### src/hw/rtl/crcfd_pkg.sv
// Shared types, constants and the CRC-32C byte update for the frame decoder.
`default_nettype none

package crcfd_pkg;

  // Header layout: byte offsets of the big-endian fields
  localparam logic [3:0] HdrCrcAt  = 4'd4;
  localparam logic [3:0] HdrVerAt  = 4'd8;
  localparam logic [3:0] HdrTypeAt = 4'd10;
  localparam logic [3:0] HdrLenAt  = 4'd12;
  localparam logic [3:0] HdrLast   = 4'd15;

  // CRC-32C, reflected form
  localparam logic [31:0] CrcPoly = 32'h82F6_3B78;
  localparam logic [31:0] CrcSeed = 32'hFFFF_FFFF;

  // Configuration port
  localparam int unsigned CfgIdxW  = 8;
  localparam int unsigned CfgDataW = 32;
  localparam logic [CfgIdxW-1:0] CfgMagic   = 8'd0;
  localparam logic [CfgIdxW-1:0] CfgVersion = 8'd1;
  localparam logic [CfgIdxW-1:0] CfgTypeCnt = 8'd2;
  localparam logic [CfgIdxW-1:0] CfgMaxPay  = 8'd3;
  localparam logic [31:0] MaxPayloadReset = 32'd65536;

  // Depth of the queue between front and back
  localparam int unsigned QueueDepthDef = 2;

  // Result kinds
  localparam logic KindPayload = 1'b0;
  localparam logic KindStatus  = 1'b1;

  typedef enum logic [2:0] {
    ST_OK        = 3'd0,
    ST_MAGIC     = 3'd1,
    ST_VERSION   = 3'd2,
    ST_TYPE      = 3'd3,
    ST_TOO_LONG  = 3'd4,
    ST_TRUNCATED = 3'd5,
    ST_CRC       = 3'd6
  } status_e;

  typedef enum logic [1:0] {
    PH_HEADER  = 2'd0,
    PH_PAYLOAD = 2'd1,
    PH_SKIP    = 2'd2
  } phase_e;

  typedef struct packed {
    logic [31:0] magic;
    logic [15:0] version;
    logic [15:0] type_count;
    logic [31:0] max_payload;
  } cfg_t;

  typedef struct packed {
    logic        kind;
    logic [7:0]  payload_byte;
    status_e     status;
    logic [15:0] msg_type;
    logic [31:0] payload_length;
    logic        last;
  } item_t;

  // One byte of CRC-32C, LSB first
  function automatic logic [31:0] crc_byte(input logic [31:0] crc, input logic [7:0] b);
    logic [31:0] c;
    c = crc ^ {24'd0, b};
    for (int i = 0; i < 8; i++) begin
      c = c[0] ? ((c >> 1) ^ CrcPoly) : (c >> 1);
    end
    return c;
  endfunction

endpackage

`default_nettype wire

### src/hw/rtl/crc_checked_frame_decoder_unit.sv
// Top level of the CRC-32C checked frame decoder: config registers, front, queue, back.
//
//   channel | signals                                        | direction
//   --------+------------------------------------------------+----------
//   in      | in_valid_i/in_ready_o, rx_byte_i, buffer_end_i | request in
//   out     | out_valid_o/out_ready_i, item_kind_o,          | request out
//           | payload_byte_o, status_o, msg_type_o,          |
//           | payload_length_o, frame_last_o                 |
//   cfg     | cfg_we_i, cfg_idx_i, cfg_data_i                | write only
//
// One byte is taken per cycle; header decode, checks and the CRC-32C byte
// update all finish in the accepting cycle. A result is written into the
// queue and loaded from there into the output register when it is empty or being drained.
// The queue holds QueueDepth requests; input stalls only when it is full.
// Reset clears the frame state and loads max_payload with 65536, the rest 0.
`default_nettype none

module crc_checked_frame_decoder_unit #(
  parameter int unsigned QueueDepth = crcfd_pkg::QueueDepthDef
) (
  input  wire logic                          clk_i,
  input  wire logic                          rst_ni,
  input  wire logic                          cfg_we_i,
  input  wire logic [crcfd_pkg::CfgIdxW-1:0]  cfg_idx_i,
  input  wire logic [crcfd_pkg::CfgDataW-1:0] cfg_data_i,
  input  wire logic                          in_valid_i,
  output logic                               in_ready_o,
  input  wire logic [7:0]                    rx_byte_i,
  input  wire logic                          buffer_end_i,
  output logic                               out_valid_o,
  input  wire logic                          out_ready_i,
  output logic                               item_kind_o,
  output logic [7:0]                         payload_byte_o,
  output logic [2:0]                         status_o,
  output logic [15:0]                        msg_type_o,
  output logic [31:0]                        payload_length_o,
  output logic                               frame_last_o
);

  crcfd_pkg::cfg_t  cfg_q;
  logic             push, full, q_valid, q_pop;
  crcfd_pkg::item_t push_item, q_head, out_item;

  // Configuration registers
  always_ff @(posedge clk_i or negedge rst_ni) begin
    if (!rst_ni) begin
      cfg_q.magic       <= '0;
      cfg_q.version     <= '0;
      cfg_q.type_count  <= '0;
      cfg_q.max_payload <= crcfd_pkg::MaxPayloadReset;
    end else if (cfg_we_i) begin
      case (cfg_idx_i)
        crcfd_pkg::CfgMagic:   cfg_q.magic       <= cfg_data_i;
        crcfd_pkg::CfgVersion: cfg_q.version     <= cfg_data_i[15:0];
        crcfd_pkg::CfgTypeCnt: cfg_q.type_count  <= cfg_data_i[15:0];
        crcfd_pkg::CfgMaxPay:  cfg_q.max_payload <= cfg_data_i;
        default: ;
      endcase
    end
  end

  crcfd_front u_front (
    .clk_i        (clk_i),
    .rst_ni       (rst_ni),
    .cfg_i        (cfg_q),
    .in_valid_i   (in_valid_i),
    .in_ready_o   (in_ready_o),
    .rx_byte_i    (rx_byte_i),
    .buffer_end_i (buffer_end_i),
    .full_i       (full),
    .push_o       (push),
    .push_item_o  (push_item)
  );

  crcfd_queue #(
    .Depth (QueueDepth)
  ) u_queue (
    .clk_i       (clk_i),
    .rst_ni      (rst_ni),
    .push_i      (push),
    .push_item_i (push_item),
    .full_o      (full),
    .pop_i       (q_pop),
    .valid_o     (q_valid),
    .head_o      (q_head)
  );

  crcfd_back u_back (
    .clk_i       (clk_i),
    .rst_ni      (rst_ni),
    .q_valid_i   (q_valid),
    .q_head_i    (q_head),
    .q_pop_o     (q_pop),
    .out_valid_o (out_valid_o),
    .out_ready_i (out_ready_i),
    .out_item_o  (out_item)
  );

  // Spread the output request onto its ports
  assign item_kind_o      = out_item.kind;
  assign payload_byte_o   = out_item.payload_byte;
  assign status_o         = out_item.status;
  assign msg_type_o       = out_item.msg_type;
  assign payload_length_o = out_item.payload_length;
  assign frame_last_o     = out_item.last;

endmodule

`default_nettype wire

### src/hw/rtl/crcfd_front.sv
// Front part: takes received bytes, decodes and checks the header, runs the CRC.
`default_nettype none

module crcfd_front (
  input  wire logic            clk_i,
  input  wire logic            rst_ni,
  input  wire crcfd_pkg::cfg_t cfg_i,
  input  wire logic            in_valid_i,
  output logic                 in_ready_o,
  input  wire logic [7:0]      rx_byte_i,
  input  wire logic            buffer_end_i,
  input  wire logic            full_i,
  output logic                 push_o,
  output crcfd_pkg::item_t     push_item_o
);

  crcfd_pkg::phase_e phase_q, phase_d;
  logic [3:0]  hdr_idx_q;
  logic [31:0] crc_q;
  logic [31:0] magic_q;
  logic [31:0] rcrc_q;
  logic [15:0] ver_q;
  logic [15:0] type_q;
  logic [31:0] len_q;
  logic [31:0] remain_q;

  logic              accept;
  logic              hdr_final;
  logic              in_crc_field;
  logic [31:0]       len_n;
  logic [31:0]       crc_n;
  logic              crc_ok;
  crcfd_pkg::status_e hdr_st;
  crcfd_pkg::status_e crc_st;

  assign in_ready_o = !full_i;
  assign accept     = in_valid_i && in_ready_o;
  assign hdr_final  = (hdr_idx_q == crcfd_pkg::HdrLast);
  assign len_n      = {len_q[23:0], rx_byte_i};

  // CRC update, with the CRC field of the header taken as zeros
  always_comb begin
    in_crc_field = (hdr_idx_q >= crcfd_pkg::HdrCrcAt) && (hdr_idx_q < crcfd_pkg::HdrVerAt)
                   && (phase_q == crcfd_pkg::PH_HEADER);
    crc_n  = crcfd_pkg::crc_byte(crc_q, in_crc_field ? 8'd0 : rx_byte_i);
    crc_ok = ((crc_n ^ crcfd_pkg::CrcSeed) == rcrc_q);
    crc_st = crc_ok ? crcfd_pkg::ST_OK : crcfd_pkg::ST_CRC;
  end

  // Header checks in priority order
  always_comb begin
    if (magic_q != cfg_i.magic) begin
      hdr_st = crcfd_pkg::ST_MAGIC;
    end else if (ver_q != cfg_i.version) begin
      hdr_st = crcfd_pkg::ST_VERSION;
    end else if (type_q >= cfg_i.type_count) begin
      hdr_st = crcfd_pkg::ST_TYPE;
    end else if (len_n > cfg_i.max_payload) begin
      hdr_st = crcfd_pkg::ST_TOO_LONG;
    end else begin
      hdr_st = crcfd_pkg::ST_OK;
    end
  end

  // Next phase
  always_comb begin
    phase_d = phase_q;
    if (accept) begin
      case (phase_q)
        crcfd_pkg::PH_HEADER: begin
          if (hdr_final) begin
            if (hdr_st != crcfd_pkg::ST_OK || len_n == 32'd0) begin
              phase_d = crcfd_pkg::PH_SKIP;
            end else begin
              phase_d = crcfd_pkg::PH_PAYLOAD;
            end
          end
        end
        crcfd_pkg::PH_PAYLOAD: begin
          if (remain_q == 32'd1) begin
            phase_d = crcfd_pkg::PH_SKIP;
          end
        end
        default: phase_d = phase_q;
      endcase
      if (buffer_end_i) begin
        phase_d = crcfd_pkg::PH_HEADER;
      end
    end
  end

  // Result request for the queue
  always_comb begin
    push_o                     = 1'b0;
    push_item_o.kind           = crcfd_pkg::KindStatus;
    push_item_o.payload_byte   = 8'd0;
    push_item_o.status         = crcfd_pkg::ST_OK;
    push_item_o.msg_type       = type_q;
    push_item_o.payload_length = len_q;
    push_item_o.last           = 1'b1;
    case (phase_q)
      crcfd_pkg::PH_HEADER: begin
        if (hdr_final) begin
          push_item_o.payload_length = len_n;
          if (hdr_st != crcfd_pkg::ST_OK) begin
            push_o             = accept;
            push_item_o.status = hdr_st;
          end else if (len_n == 32'd0) begin
            push_o             = accept;
            push_item_o.status = crc_st;
          end else begin
            push_o             = accept && buffer_end_i;
            push_item_o.status = crcfd_pkg::ST_TRUNCATED;
          end
        end else begin
          push_o                     = accept && buffer_end_i;
          push_item_o.status         = crcfd_pkg::ST_TRUNCATED;
          push_item_o.msg_type       = 16'd0;
          push_item_o.payload_length = 32'd0;
        end
      end
      crcfd_pkg::PH_PAYLOAD: begin
        push_o                   = accept;
        push_item_o.payload_byte = rx_byte_i;
        if (remain_q == 32'd1) begin
          push_item_o.status = crc_st;
        end else if (buffer_end_i) begin
          push_item_o.status = crcfd_pkg::ST_TRUNCATED;
        end else begin
          push_item_o.kind = crcfd_pkg::KindPayload;
          push_item_o.last = 1'b0;
        end
      end
      default: push_o = 1'b0;
    endcase
  end

  // Control state: phase, header byte index, running CRC
  always_ff @(posedge clk_i or negedge rst_ni) begin
    if (!rst_ni) begin
      phase_q   <= crcfd_pkg::PH_HEADER;
      hdr_idx_q <= 4'd0;
      crc_q     <= crcfd_pkg::CrcSeed;
    end else begin
      phase_q <= phase_d;
      if (accept) begin
        if (buffer_end_i) begin
          hdr_idx_q <= 4'd0;
          crc_q     <= crcfd_pkg::CrcSeed;
        end else if (phase_q == crcfd_pkg::PH_HEADER) begin
          hdr_idx_q <= hdr_idx_q + 4'd1;
          crc_q     <= crc_n;
        end else if (phase_q == crcfd_pkg::PH_PAYLOAD) begin
          crc_q <= crc_n;
        end
      end
    end
  end

  // Header fields shift in; each is fully overwritten before it is read
  always_ff @(posedge clk_i) begin
    if (accept && phase_q == crcfd_pkg::PH_HEADER) begin
      if (hdr_idx_q < crcfd_pkg::HdrCrcAt) begin
        magic_q <= {magic_q[23:0], rx_byte_i};
      end else if (hdr_idx_q < crcfd_pkg::HdrVerAt) begin
        rcrc_q <= {rcrc_q[23:0], rx_byte_i};
      end else if (hdr_idx_q < crcfd_pkg::HdrTypeAt) begin
        ver_q <= {ver_q[7:0], rx_byte_i};
      end else if (hdr_idx_q < crcfd_pkg::HdrLenAt) begin
        type_q <= {type_q[7:0], rx_byte_i};
      end else begin
        len_q <= len_n;
      end
      if (hdr_final) begin
        remain_q <= len_n;
      end
    end else if (accept && phase_q == crcfd_pkg::PH_PAYLOAD) begin
      remain_q <= remain_q - 32'd1;
    end
  end

endmodule

`default_nettype wire

### src/hw/rtl/crcfd_queue.sv
// Short request queue between the front and back parts.
`default_nettype none

module crcfd_queue #(
  parameter int unsigned Depth = crcfd_pkg::QueueDepthDef
) (
  input  wire logic             clk_i,
  input  wire logic             rst_ni,
  input  wire logic             push_i,
  input  wire crcfd_pkg::item_t push_item_i,
  output logic                  full_o,
  input  wire logic             pop_i,
  output logic                  valid_o,
  output crcfd_pkg::item_t      head_o
);

  localparam int unsigned PtrW = (Depth > 1) ? $clog2(Depth) : 1;
  localparam int unsigned CntW = $clog2(Depth + 1);
  localparam logic [PtrW-1:0] LastPtr = PtrW'(Depth - 1);
  localparam logic [CntW-1:0] Full    = CntW'(Depth);

  crcfd_pkg::item_t  mem_q [Depth];
  logic [PtrW-1:0]   wr_ptr_q, rd_ptr_q;
  logic [CntW-1:0]   count_q;
  logic              do_push, do_pop;

  assign full_o  = (count_q == Full);
  assign valid_o = (count_q != '0);
  assign head_o  = mem_q[rd_ptr_q];
  assign do_push = push_i && !full_o;
  assign do_pop  = pop_i && valid_o;

  // Store requests
  always_ff @(posedge clk_i) begin
    if (do_push) begin
      mem_q[wr_ptr_q] <= push_item_i;
    end
  end

  // Advance pointers and count
  always_ff @(posedge clk_i or negedge rst_ni) begin
    if (!rst_ni) begin
      wr_ptr_q <= '0;
      rd_ptr_q <= '0;
      count_q  <= '0;
    end else begin
      if (do_push) begin
        wr_ptr_q <= (wr_ptr_q == LastPtr) ? '0 : wr_ptr_q + PtrW'(1);
      end
      if (do_pop) begin
        rd_ptr_q <= (rd_ptr_q == LastPtr) ? '0 : rd_ptr_q + PtrW'(1);
      end
      if (do_push && !do_pop) begin
        count_q <= count_q + CntW'(1);
      end else if (do_pop && !do_push) begin
        count_q <= count_q - CntW'(1);
      end
    end
  end

endmodule

`default_nettype wire

### src/hw/rtl/crcfd_back.sv
// Back part: takes requests from the queue and presents them in the output register.
`default_nettype none

module crcfd_back (
  input  wire logic             clk_i,
  input  wire logic             rst_ni,
  input  wire logic             q_valid_i,
  input  wire crcfd_pkg::item_t q_head_i,
  output logic                  q_pop_o,
  output logic                  out_valid_o,
  input  wire logic             out_ready_i,
  output crcfd_pkg::item_t      out_item_o
);

  logic             out_valid_q, out_valid_d;
  crcfd_pkg::item_t out_item_q;

  // Load when the register is empty or being drained
  assign q_pop_o     = q_valid_i && (!out_valid_q || out_ready_i);
  assign out_valid_d = q_pop_o || (out_valid_q && !out_ready_i);
  assign out_valid_o = out_valid_q;
  assign out_item_o  = out_item_q;

  always_ff @(posedge clk_i or negedge rst_ni) begin
    if (!rst_ni) begin
      out_valid_q <= 1'b0;
    end else begin
      out_valid_q <= out_valid_d;
    end
  end

  always_ff @(posedge clk_i) begin
    if (q_pop_o) begin
      out_item_q <= q_head_i;
    end
  end

endmodule

`default_nettype wire
### config.mk
export PLATFORM = sky130hd
export DESIGN_NAME = crc_checked_frame_decoder_unit
export DESIGN_NICKNAME = d
export VERILOG_FILES = /design/src/hw/rtl/crcfd_pkg.sv /design/src/hw/rtl/crc_checked_frame_decoder_unit.sv /design/src/hw/rtl/crcfd_front.sv /design/src/hw/rtl/crcfd_queue.sv /design/src/hw/rtl/crcfd_back.sv
export SDC_FILE = /design/constraint.sdc
export NUM_CORES = 1
export LEC_CHECK = 0
export BUFFER_PORTS_ARGS = -buffer_cell sky130_fd_sc_hd__buf_4
export CAP_MARGIN = 0
export CORE_UTILIZATION = 45
export CTS_BUF_LIST = sky130_fd_sc_hd__clkbuf_2 sky130_fd_sc_hd__clkbuf_4 sky130_fd_sc_hd__clkbuf_8
export DETAILED_ROUTE_END_ITERATION = 16
export PLACE_DENSITY = 0.66
export RECOVER_POWER = 25
export SYNTH_ARGS = -nofsm -noshare
export SYNTH_HDL_FRONTEND = slang
export SYNTH_SLANG_ARGS = --single-unit
### constraint.sdc
create_clock -name clk_i -period 5.4 [get_ports clk_i]
set_clock_uncertainty 0.15 [all_clocks]
set_input_delay 1.08 -clock clk_i [delete_from_list [all_inputs] [get_ports clk_i]]
set_output_delay 1.08 -clock clk_i [all_outputs]
set_load 0.1 [all_outputs]
==> results.sh, run 1 <==
export IMPL_worst_endpoint_arrival_ns=4.90
export IMPL_globalRouteTotalUtil_pct=21.1
export IMPL_relative_slew_margins_pct=-3.93
export IMPL_route_detailed_vias_per_inst=5.41
export IMPL_dpl_cell_count=2241
export IMPL_critPathKind="reg -> reg"
export IMPL_worstMarginPinSlew_ns=1.56
export IMPL_min_period_over_period_pct=86.4
export IMPL_die_height_um=222
export IMPL_via_count_of_the_first_global_routing_pass=13000
export IMPL_failed_checks="capacitance limit, slew limit"
export IMPL_cellPowerDensity_nw_per_um2=619
export IMPL_timing_final_crit_period_ns=4.66
export IMPL_final_util_pct=52.9
export IMPL_drt_iter0_markers=962
export IMPL_mappedNetlistArea_um2=21800
export IMPL_nNetsFinal=1815
export IMPL_synth_async_sr_flop_share_pct=29.0
export IMPL_routed_via_count=12900
export IMPL_clock_sinks=479
export IMPL_fp_coreArea_um2=47700
export IMPL_grt_start_max_net_pins=77
export IMPL_achievable_frequency_mhz=214
export IMPL_holdCritPathClass="in -> async"
export IMPL_cts_reportedPaths_clkPinSlew_ns=0.06
export IMPL_drt_pre_antenna_iters=5
export IMPL_final_max_slew_violation_count=29
export IMPL_gp_congestion=0.911
export IMPL_tritoncts_num_buffers=81
export IMPL_post_cts_resized_instances=0
export IMPL_avgSynthCellArea_um2=14.2
export IMPL_synthesis_yosys_warnings=0
export IMPL_ports_placed_on_the_boundary=117
export IMPL_holdBufCountCts=0
export IMPL_rsz_0062_raised_after_global_routing="false"
export IMPL_crit_path_end_kind="flip-flop"
export IMPL_required_ns=5.64
export IMPL_path_max_fanout=9
export IMPL_gate_count_of_the_mapped_netlist=1538
export IMPL_grt_antenna_before_repair=0
export IMPL_routed_wl_per_cell_um=21.5
export IMPL_tritoncts="built"
export IMPL_ys_dominant_reg_cell="sky130_fd_sc_hd__edfxtp_1"
export IMPL_routed_wl_um=51500
export IMPL_overflow=0
export IMPL_postPlaceCellArea_um2=23500
export IMPL_synth_yosys_seq_area_share_pct=62.9
export IMPL_drive_gt1_share_pct=27.4
export IMPL_grt_pass1_wl_um=78100
export IMPL_p_leak_nw=9.93
export IMPL_finalPower_w=0.0156
export IMPL_drv_cap=1
export IMPL_cts_htree_levels=3
export IMPL_clock_tree_root_cell="sky130_fd_sc_hd__clkbuf_8"
export IMPL_portBuffers=116
export IMPL_synth_largest_area_cell="sky130_fd_sc_hd__edfxtp_1"
export IMPL_filler_cell_count=3969
export IMPL_run_status="complete, but fails checks"
export IMPL_start_util_pct=45.7
export IMPL_diodes=0
export IMPL_cts_root_to_sink_buffers=3
export IMPL_critical_path_slowest_cell="sky130_fd_sc_hd__or4b_1"
export IMPL_clk_latency_ns=0.68
export IMPL_die_x_um=222
export IMPL_detail_route_antenna_nets=0
export IMPL_crit_path_max_incr_delay_ns=0.82
export IMPL_holdWs_ns=0.299
export IMPL_post_route_drc_count=0
export IMPL_list_of_cells_traversed_by_the_critical_path="or4b_1 > and2_4 > xnor2_4 > xnor3_2 > xnor2_4 > xor3_1 > or4b_1 > nor4_1 > a211oi_1"
export IMPL_die_area_um2=49400
export IMPL_setup_viol=0
export IMPL_final_hold_violation_count=0
export IMPL_ys_top_cells_by_area="sky130_fd_sc_hd__edfxtp_1 (47%), sky130_fd_sc_hd__dfrtp_1 (12%), sky130_fd_sc_hd__mux2_2 (8.1%), sky130_fd_sc_hd__dfstp_2 (4.0%), sky130_fd_sc_hd__xnor2_1 (3.4%)"
export IMPL_placementRows=80
export IMPL_ys_types=68
export IMPL_ys_ff_latch=479
export IMPL_max_vdd_ir_drop_mv=0.339
export IMPL_syn_nets=1644
export IMPL_final_instance_count_excl_fill=2392
export IMPL_area_fraction_of_the_dominant_cell_type_after_synthesis_pct=46.8
export IMPL_area_delta_synth_final_pct=15.8
export IMPL_startpoint_type="flip-flop"
export IMPL_post_cts_repair_setup_buffers=0
export IMPL_final_design_area_no_fill_um2=25300
export IMPL_detailedPlacementHpwl_um=34900
export IMPL_synth_edf_count=340
-- area by class of cell --
cell class	count	area (um2)	area share (%)
Clock inverter	29	274	1.08
Clock buffer	122	1500	5.95
Inverter	61	229	0.907
Sequential cell	479	13700	54.4
Tap cell	615	769	3.05
Timing Repair Buffer	141	1050	4.17
Multi-Input combinational cell	945	7700	30.5
-- Yosys cell counts (all sizes together), types with 3 or more instances --
| master | number |
|---|---|
| a211oi | 7 |
| a21o | 15 |
| a21oi | 57 |
| a31oi | 7 |
| and2 | 9 |
| and3 | 5 |
| buf | 11 |
| clkbuf | 42 |
| dfrtp | 106 |
| dfstp | 33 |
| edfxtp | 340 |
| ha | 52 |
| inv | 61 |
| mux2 | 157 |
| nand2 | 120 |
| nand2b | 13 |
| nand3 | 39 |
| nand3b | 5 |
| nand4 | 19 |
| nor2 | 81 |
| nor2b | 18 |
| nor3 | 18 |
| nor4 | 27 |
| nor4b | 4 |
| o21a | 4 |
| o21ai | 34 |
| o22a | 7 |
| o31ai | 3 |
| o41ai | 5 |
| or2 | 3 |
| or3 | 4 |
| or4 | 6 |
| xnor2 | 92 |
| xnor3 | 25 |
| xor2 | 74 |
| xor3 | 10 |
-- flip-flops by register name (all words and copies together) (netlist names) --
name                count
u_front.rcrc_q         32
u_front.type_q         16
u_back.out_item_o      60
u_queue.wr_ptr_q        1
u_front.len_q          32
u_queue.rd_ptr_q        1
u_queue.count_q         2
u_queue.mem_q         120
u_front.remain_q       32
u_front.ver_q          16
u_front.magic_q        32
u_front.crc_q          32
u_front.phase_q         2
u_front.hdr_idx_q       4
u_back.out_valid_o      1
cfg_q                  96
-- report_power, final --
| part | internal, W | leakage [nW] | switching, W |
|---|---|---|---|
| registers | 0.00481 | 4.95 | 0.000336 |
| clock network | 0.00199 | 0.941 | 0.00150 |
| logic | 0.00270 | 4.04 | 0.00428 |
-- kinds of logic (layout without fill, tap and decap cells) --
family / Yosys count / after routing / share of synthesized area [%]
multiplexers: 158 / 158 / 8.15
flip-flops: 479 / 479 / 62.9
adder cells (fa/ha/maj): 52 / 52 / 2.98
AO/OA/AOI/OAI: 154 / 154 / 4.37
XOR/XNOR: 201 / 201 / 10.9
buffers and inverters: 114 / 353 / 2.10
AND/OR/NAND/NOR: 380 / 380 / 8.58
-- routing by layer --
metal / vias to the layer above / share of wire, % / GRT usage (%)
met3: 93 / 5.8 / 3.80
met1: 6461 / 44 / 28.3
met5: - / 0 / 0
li1: 5955 / - / -
met2: 427 / 48 / 34.2
met4: 0 / 2.6 / 8.13
-- stage by stage --
step	TNS [ns]	worst slack (ns)
2_1_floorplan	-28.52	-0.238
3_3_place_gp	0	0.603
3_5_place_dp	0	0.575
4_1_cts	0	0.760
5_1_grt	0	0.531
6_report	0	0.737
-- worst max-delay path: cells and delay by family (launching register included) --
family           cells  cell delay, ns
flip-flops           1            0.50
AND/OR/NAND/NOR      4            1.96
AO/OA/AOI/OAI        1            0.16
XOR/XNOR             4            1.61
-- final timing paths --
check,start,end,slack (ns),depth (start not counted)
worst min register to register,u_front.rcrc_q[12],u_front.rcrc_q[20],0.30,0
worst max-delay path,u_front.hdr_idx_q[3],u_queue.mem_q[0][50],0.74,9
worst min-delay path,rst_ni,u_back.out_valid_o,0.30,1
max in group asynchronous,rst_ni,cfg_q[87],2.82,2
worst max register to register,u_front.hdr_idx_q[3],u_queue.mem_q[0][50],0.74,9
min in group clk_i,u_front.rcrc_q[12],u_front.rcrc_q[20],0.30,0
-- cell usage in the layout, fill, tap and decap left out, drive strengths merged, types with 19 or more instances in the layout --
| master | synthesis | final |
|---|---|---|
| dfrtp | 106 | 106 |
| nor2 | 81 | 81 |
| buf | 11 | 131 |
| clkbuf | 42 | 132 |
| clkinv | 0 | 20 |
| xnor2 | 92 | 92 |
| nand3 | 39 | 39 |
| ha | 52 | 52 |
| xor2 | 74 | 74 |
| inv | 61 | 64 |
| o21ai | 34 | 34 |
| nor4 | 27 | 27 |
| a21oi | 57 | 57 |
| xnor3 | 25 | 25 |
| nand2 | 120 | 120 |
| mux2 | 157 | 157 |
| dfstp | 33 | 33 |
| nand4 | 19 | 19 |
| edfxtp | 340 | 340 |
Note: power is estimated with default switching activity, not from simulation.
==> run 2: changes to the inputs <==
--- a/config.mk
+++ b/config.mk
@@ -5,6 +5,7 @@
 export SDC_FILE = /design/constraint.sdc
 export NUM_CORES = 1
 export LEC_CHECK = 0
+export ABC_AREA = 1
 export BUFFER_PORTS_ARGS = -buffer_cell sky130_fd_sc_hd__buf_4
 export CAP_MARGIN = 0
 export CORE_UTILIZATION = 45
==> run 2 against run 1 <==
The flow still finishes with violations (capacitance limit, slew limit). Clock power decreased by 7.7%. Combinational power is 12% lower. Global-route usage is 2.5 points higher. Non-clock buffer count decreased by 1. Core utilization is 0.45 points lower. Critical path depth grew 13. Register-to-register slack improved by 0.59 ns. Hold slack gained 0.0042 ns. Largest cell class unchanged.
==> results.sh, run 2 <==
export IMPL_setup_viol=0
export IMPL_crit_path_max_incr_delay_ns=0.96
export IMPL_cellPowerDensity_nw_per_um2=558
export IMPL_synth_edf_count=340
export IMPL_ys_types=47
export IMPL_start_util_pct=46.0
export IMPL_globalRouteTotalUtil_pct=23.6
export IMPL_holdCritPathClass="reg -> reg"
export IMPL_failed_checks="capacitance limit, slew limit"
export IMPL_holdBufCountCts=0
export IMPL_most_common_library_cell_in_the_layout_ignoring_fill_and_taps="sky130_fd_sc_hd__nand2_1"
export IMPL_timing_final_crit_period_ns=4.43
export IMPL_largest_register="u_queue.mem_q"
export IMPL_post_cts_repair_setup_buffers=0
export IMPL_achievable_frequency_mhz=226
export IMPL_tritoncts="built"
export IMPL_mappedNetlistArea_um2=22600
export IMPL_min_period_over_period_pct=82.0
export IMPL_rr_startpoint="u_front.hdr_idx_q[2]"
export IMPL_routed_wl_met3_um=3810
export IMPL_post_cts_resized_instances=0
export IMPL_drt_iter0_markers=1574
export IMPL_timing_critical_path_to="u_queue.mem_q[1][51]"
export IMPL_routed_wl_per_cell_um=18.3
export IMPL_routed_via_count=16900
export IMPL_run_status="complete, but fails checks"
export IMPL_synth_yosys_seq_area_share_pct=60.6
export IMPL_die_area_um2=51200
export IMPL_regToRegEndpoint="u_queue.mem_q[1][51]"
export IMPL_die_x_um=226
export IMPL_minimum_setup_slack_among_reg_to_reg_paths_ns=1.33
export IMPL_critical_path_slowest_cell="sky130_fd_sc_hd__clkbuf_1"
export IMPL_list_of_cells_traversed_by_the_critical_path="clkbuf_1 > nand2_1 > nand2_1 > nand2_2 > nand2_1 > nand2_1 > nand2_1 > nand2_1 > nand2_1 > nand2_1 > nand2_1 > nand2_1 > nor2_1 > nand2_1 > nor2_1 > nand2_1 > nor2_1 > nand3_1 > nor2_1 > nor2_1 > nor2_1 > nand2_1"
export IMPL_die_height_um=226
export IMPL_route_detailed_vias_per_inst=5.25
export IMPL_critPathKind="in -> reg"
export IMPL_gate_count_of_the_mapped_netlist=2329
export IMPL_startpoint_of_the_most_critical_setup_path="rx_byte_i[4]"
export IMPL_min_path_cells=0
export IMPL_nNetsFinal=2591
export IMPL_leading_cell_types_in_the_layout_fill_and_taps_excluded="sky130_fd_sc_hd__nand2_1 (716), sky130_fd_sc_hd__edfxtp_1 (340), sky130_fd_sc_hd__inv_1 (280), sky130_fd_sc_hd__o21ai_0 (151), sky130_fd_sc_hd__nor2_1 (133)"
export IMPL_post_route_drc_count=0
export IMPL_totalNegativeSetupSlack_ns=0
export IMPL_filler_cell_count=4564
export IMPL_grt_start_max_net_pins=65
export IMPL_detail_route_antenna_nets=0
export IMPL_clock_sinks=479
export IMPL_grt_antenna_before_repair=1
export IMPL_area_delta_synth_final_pct=14.1
export IMPL_drt_met1_wl_um=25700
export IMPL_p_leak_nw=11.2
export IMPL_ys_ff_latch=479
export IMPL_holdWs_ns=0.303
export IMPL_ys_top_cells_by_area="sky130_fd_sc_hd__edfxtp_1 (45%), sky130_fd_sc_hd__nand2_1 (12%), sky130_fd_sc_hd__dfrtp_1 (12%), sky130_fd_sc_hd__inv_1 (4.7%), sky130_fd_sc_hd__dfstp_2 (3.8%)"
export IMPL_tritoncts_num_buffers=79
export IMPL_cell_with_the_most_instances_after_synthesis="sky130_fd_sc_hd__nand2_1"
export IMPL_synth_async_sr_flop_share_pct=29.0
export IMPL_final_hold_violation_count=0
export IMPL_max_vdd_ir_drop_mv=0.426
export IMPL_r2r_worst_path_cells=25
export IMPL_path_max_fanout=12
export IMPL_worstMarginPinSlew_ns=2.71
export IMPL_clk_latency_ns=0.66
export IMPL_syn_nets=2435
export IMPL_startpoint_type="input pin"
export IMPL_fp_coreArea_um2=49300
export IMPL_met2_wirelength_um=27600
export IMPL_yosys_top_cells_count="sky130_fd_sc_hd__nand2_1 (716), sky130_fd_sc_hd__edfxtp_1 (340), sky130_fd_sc_hd__inv_1 (282), sky130_fd_sc_hd__o21ai_0 (152), sky130_fd_sc_hd__nor2_1 (136)"
export IMPL_synth_largest_area_cell="sky130_fd_sc_hd__edfxtp_1"
export IMPL_avgSynthCellArea_um2=9.72
export IMPL_ports_placed_on_the_boundary=117
export IMPL_relative_slew_margins_pct=-80.9
export IMPL_largest_reg_flops=120
export IMPL_rsz_0062_raised_after_global_routing="false"
export IMPL_cts_reportedPaths_clkPinSlew_ns=0.06
export IMPL_critical_path_top_delay_family="simple AND/OR/NAND/NOR gates"
export IMPL_via_count_of_the_first_global_routing_pass=16500
export IMPL_drv_cap=1
export IMPL_drt_pre_antenna_iters=7
export IMPL_critPathMostFrequentCell="sky130_fd_sc_hd__nand2_1"
export IMPL_worst_path_stages=22
export IMPL_overflow=0
export IMPL_gp_congestion=0.934
export IMPL_cts_root_to_sink_buffers=3
export IMPL_drive_gt1_share_pct=14.5
export IMPL_ys_dominant_reg_cell="sky130_fd_sc_hd__edfxtp_1"
export IMPL_portBuffers=116
export IMPL_final_max_slew_violation_count=44
export IMPL_detailedPlacementHpwl_um=41200
export IMPL_crit_path_end_kind="flip-flop"
export IMPL_area_fraction_of_the_dominant_cell_type_after_synthesis_pct=45.1
export IMPL_dr_max_layer_used="met4"
export IMPL_cts_htree_levels=3
export IMPL_required_ns=5.67
export IMPL_worst_endpoint_arrival_ns=4.69
export IMPL_routed_wl_um=58800
export IMPL_worstPathBufferInverterCount=1
export IMPL_grt_pass1_wl_um=91900
export IMPL_synthesis_yosys_warnings=0
export IMPL_clock_tree_root_cell="sky130_fd_sc_hd__clkbuf_8"
export IMPL_placementRows=81
run 2: where the power goes:
group / internal, W / switching (W) / total (W) / leakage [nW]
Combinational: 0.00147 / 0.00466 / 0.00613 / 5.46
Sequential: 0.00479 / 0.000272 / 0.00506 / 4.94
Clock: 0.00177 / 0.00146 / 0.00323 / 0.845
run 2: cell families after synthesis:
logic type	count (synthesis)	synth area share [%]
adder cells (fa/ha/maj)	52	2.87
buffers and inverters	361	6.32
flip-flops	479	60.6
AO/OA/AOI/OAI	266	6.57
AND/OR/NAND/NOR	1105	21.0
XOR/XNOR	66	2.59
run 2: cell type report:
type / instances / area [um2] / area share [%]
Antenna cell: 1 / 2.50 / 0.00969
Sequential cell: 479 / 13700 / 53.2
Tap cell: 664 / 831 / 3.22
Multi-Input combinational cell: 1489 / 7530 / 29.2
Clock inverter: 27 / 181 / 0.702
Inverter: 296 / 1110 / 4.30
Clock buffer: 113 / 1410 / 5.44
Timing Repair Buffer: 140 / 1040 / 4.02
run 2: worst min path at each step:
| stage | endpoint | start | slack, ns |
|---|---|---|---|
| floorplan | u_front.magic_q[13] | u_front.magic_q[5] | 0.28 |
| global placement | u_front.ver_q[12] | u_front.ver_q[4] | 0.29 |
| detailed placement | u_front.magic_q[24] | u_front.magic_q[16] | 0.30 |
| CTS | u_back.out_valid_o | rst_ni | 0.18 |
| global route | u_front.magic_q[24] | u_front.magic_q[16] | 0.31 |
| finish | u_front.magic_q[24] | u_front.magic_q[16] | 0.30 |
run 2: through the flow:
stage | cells | power (W) | utilization [%] | area [um2] | setup slack, ns
2_1_floorplan | 2329 | 0.00973 | - | 22700 | 0.671
3_3_place_gp | 3068 | 0.0111 | 49.3 | 24300 | 1.14
3_5_place_dp | 3068 | 0.0112 | 49.3 | 24300 | 1.09
4_1_cts | 3208 | 0.0145 | 52.5 | 25900 | 1.42
5_1_grt | 3209 | 0.0152 | 52.4 | 25800 | 0.767
6_report | 3209 | 0.0144 | 52.4 | 25800 | 0.974
run 2: layer usage:
| metal | global-route usage (%) | up-vias |
|---|---|---|
| met5 | 0 | - |
| met4 | 9.50 | 0 |
| met3 | 4.13 | 120 |
| met2 | 37.6 | 605 |
| met1 | 31.9 | 8084 |
| li1 | - | 8049 |
run 2: worst register-to-register path: cells and delay by family (launching register included):
| kind | cells | cell delay [ns] |
|---|---|---|
| and+or+nand+nor | 22 | 2.80 |
| buffers and inverters | 3 | 0.39 |
| DFF | 1 | 0.49 |
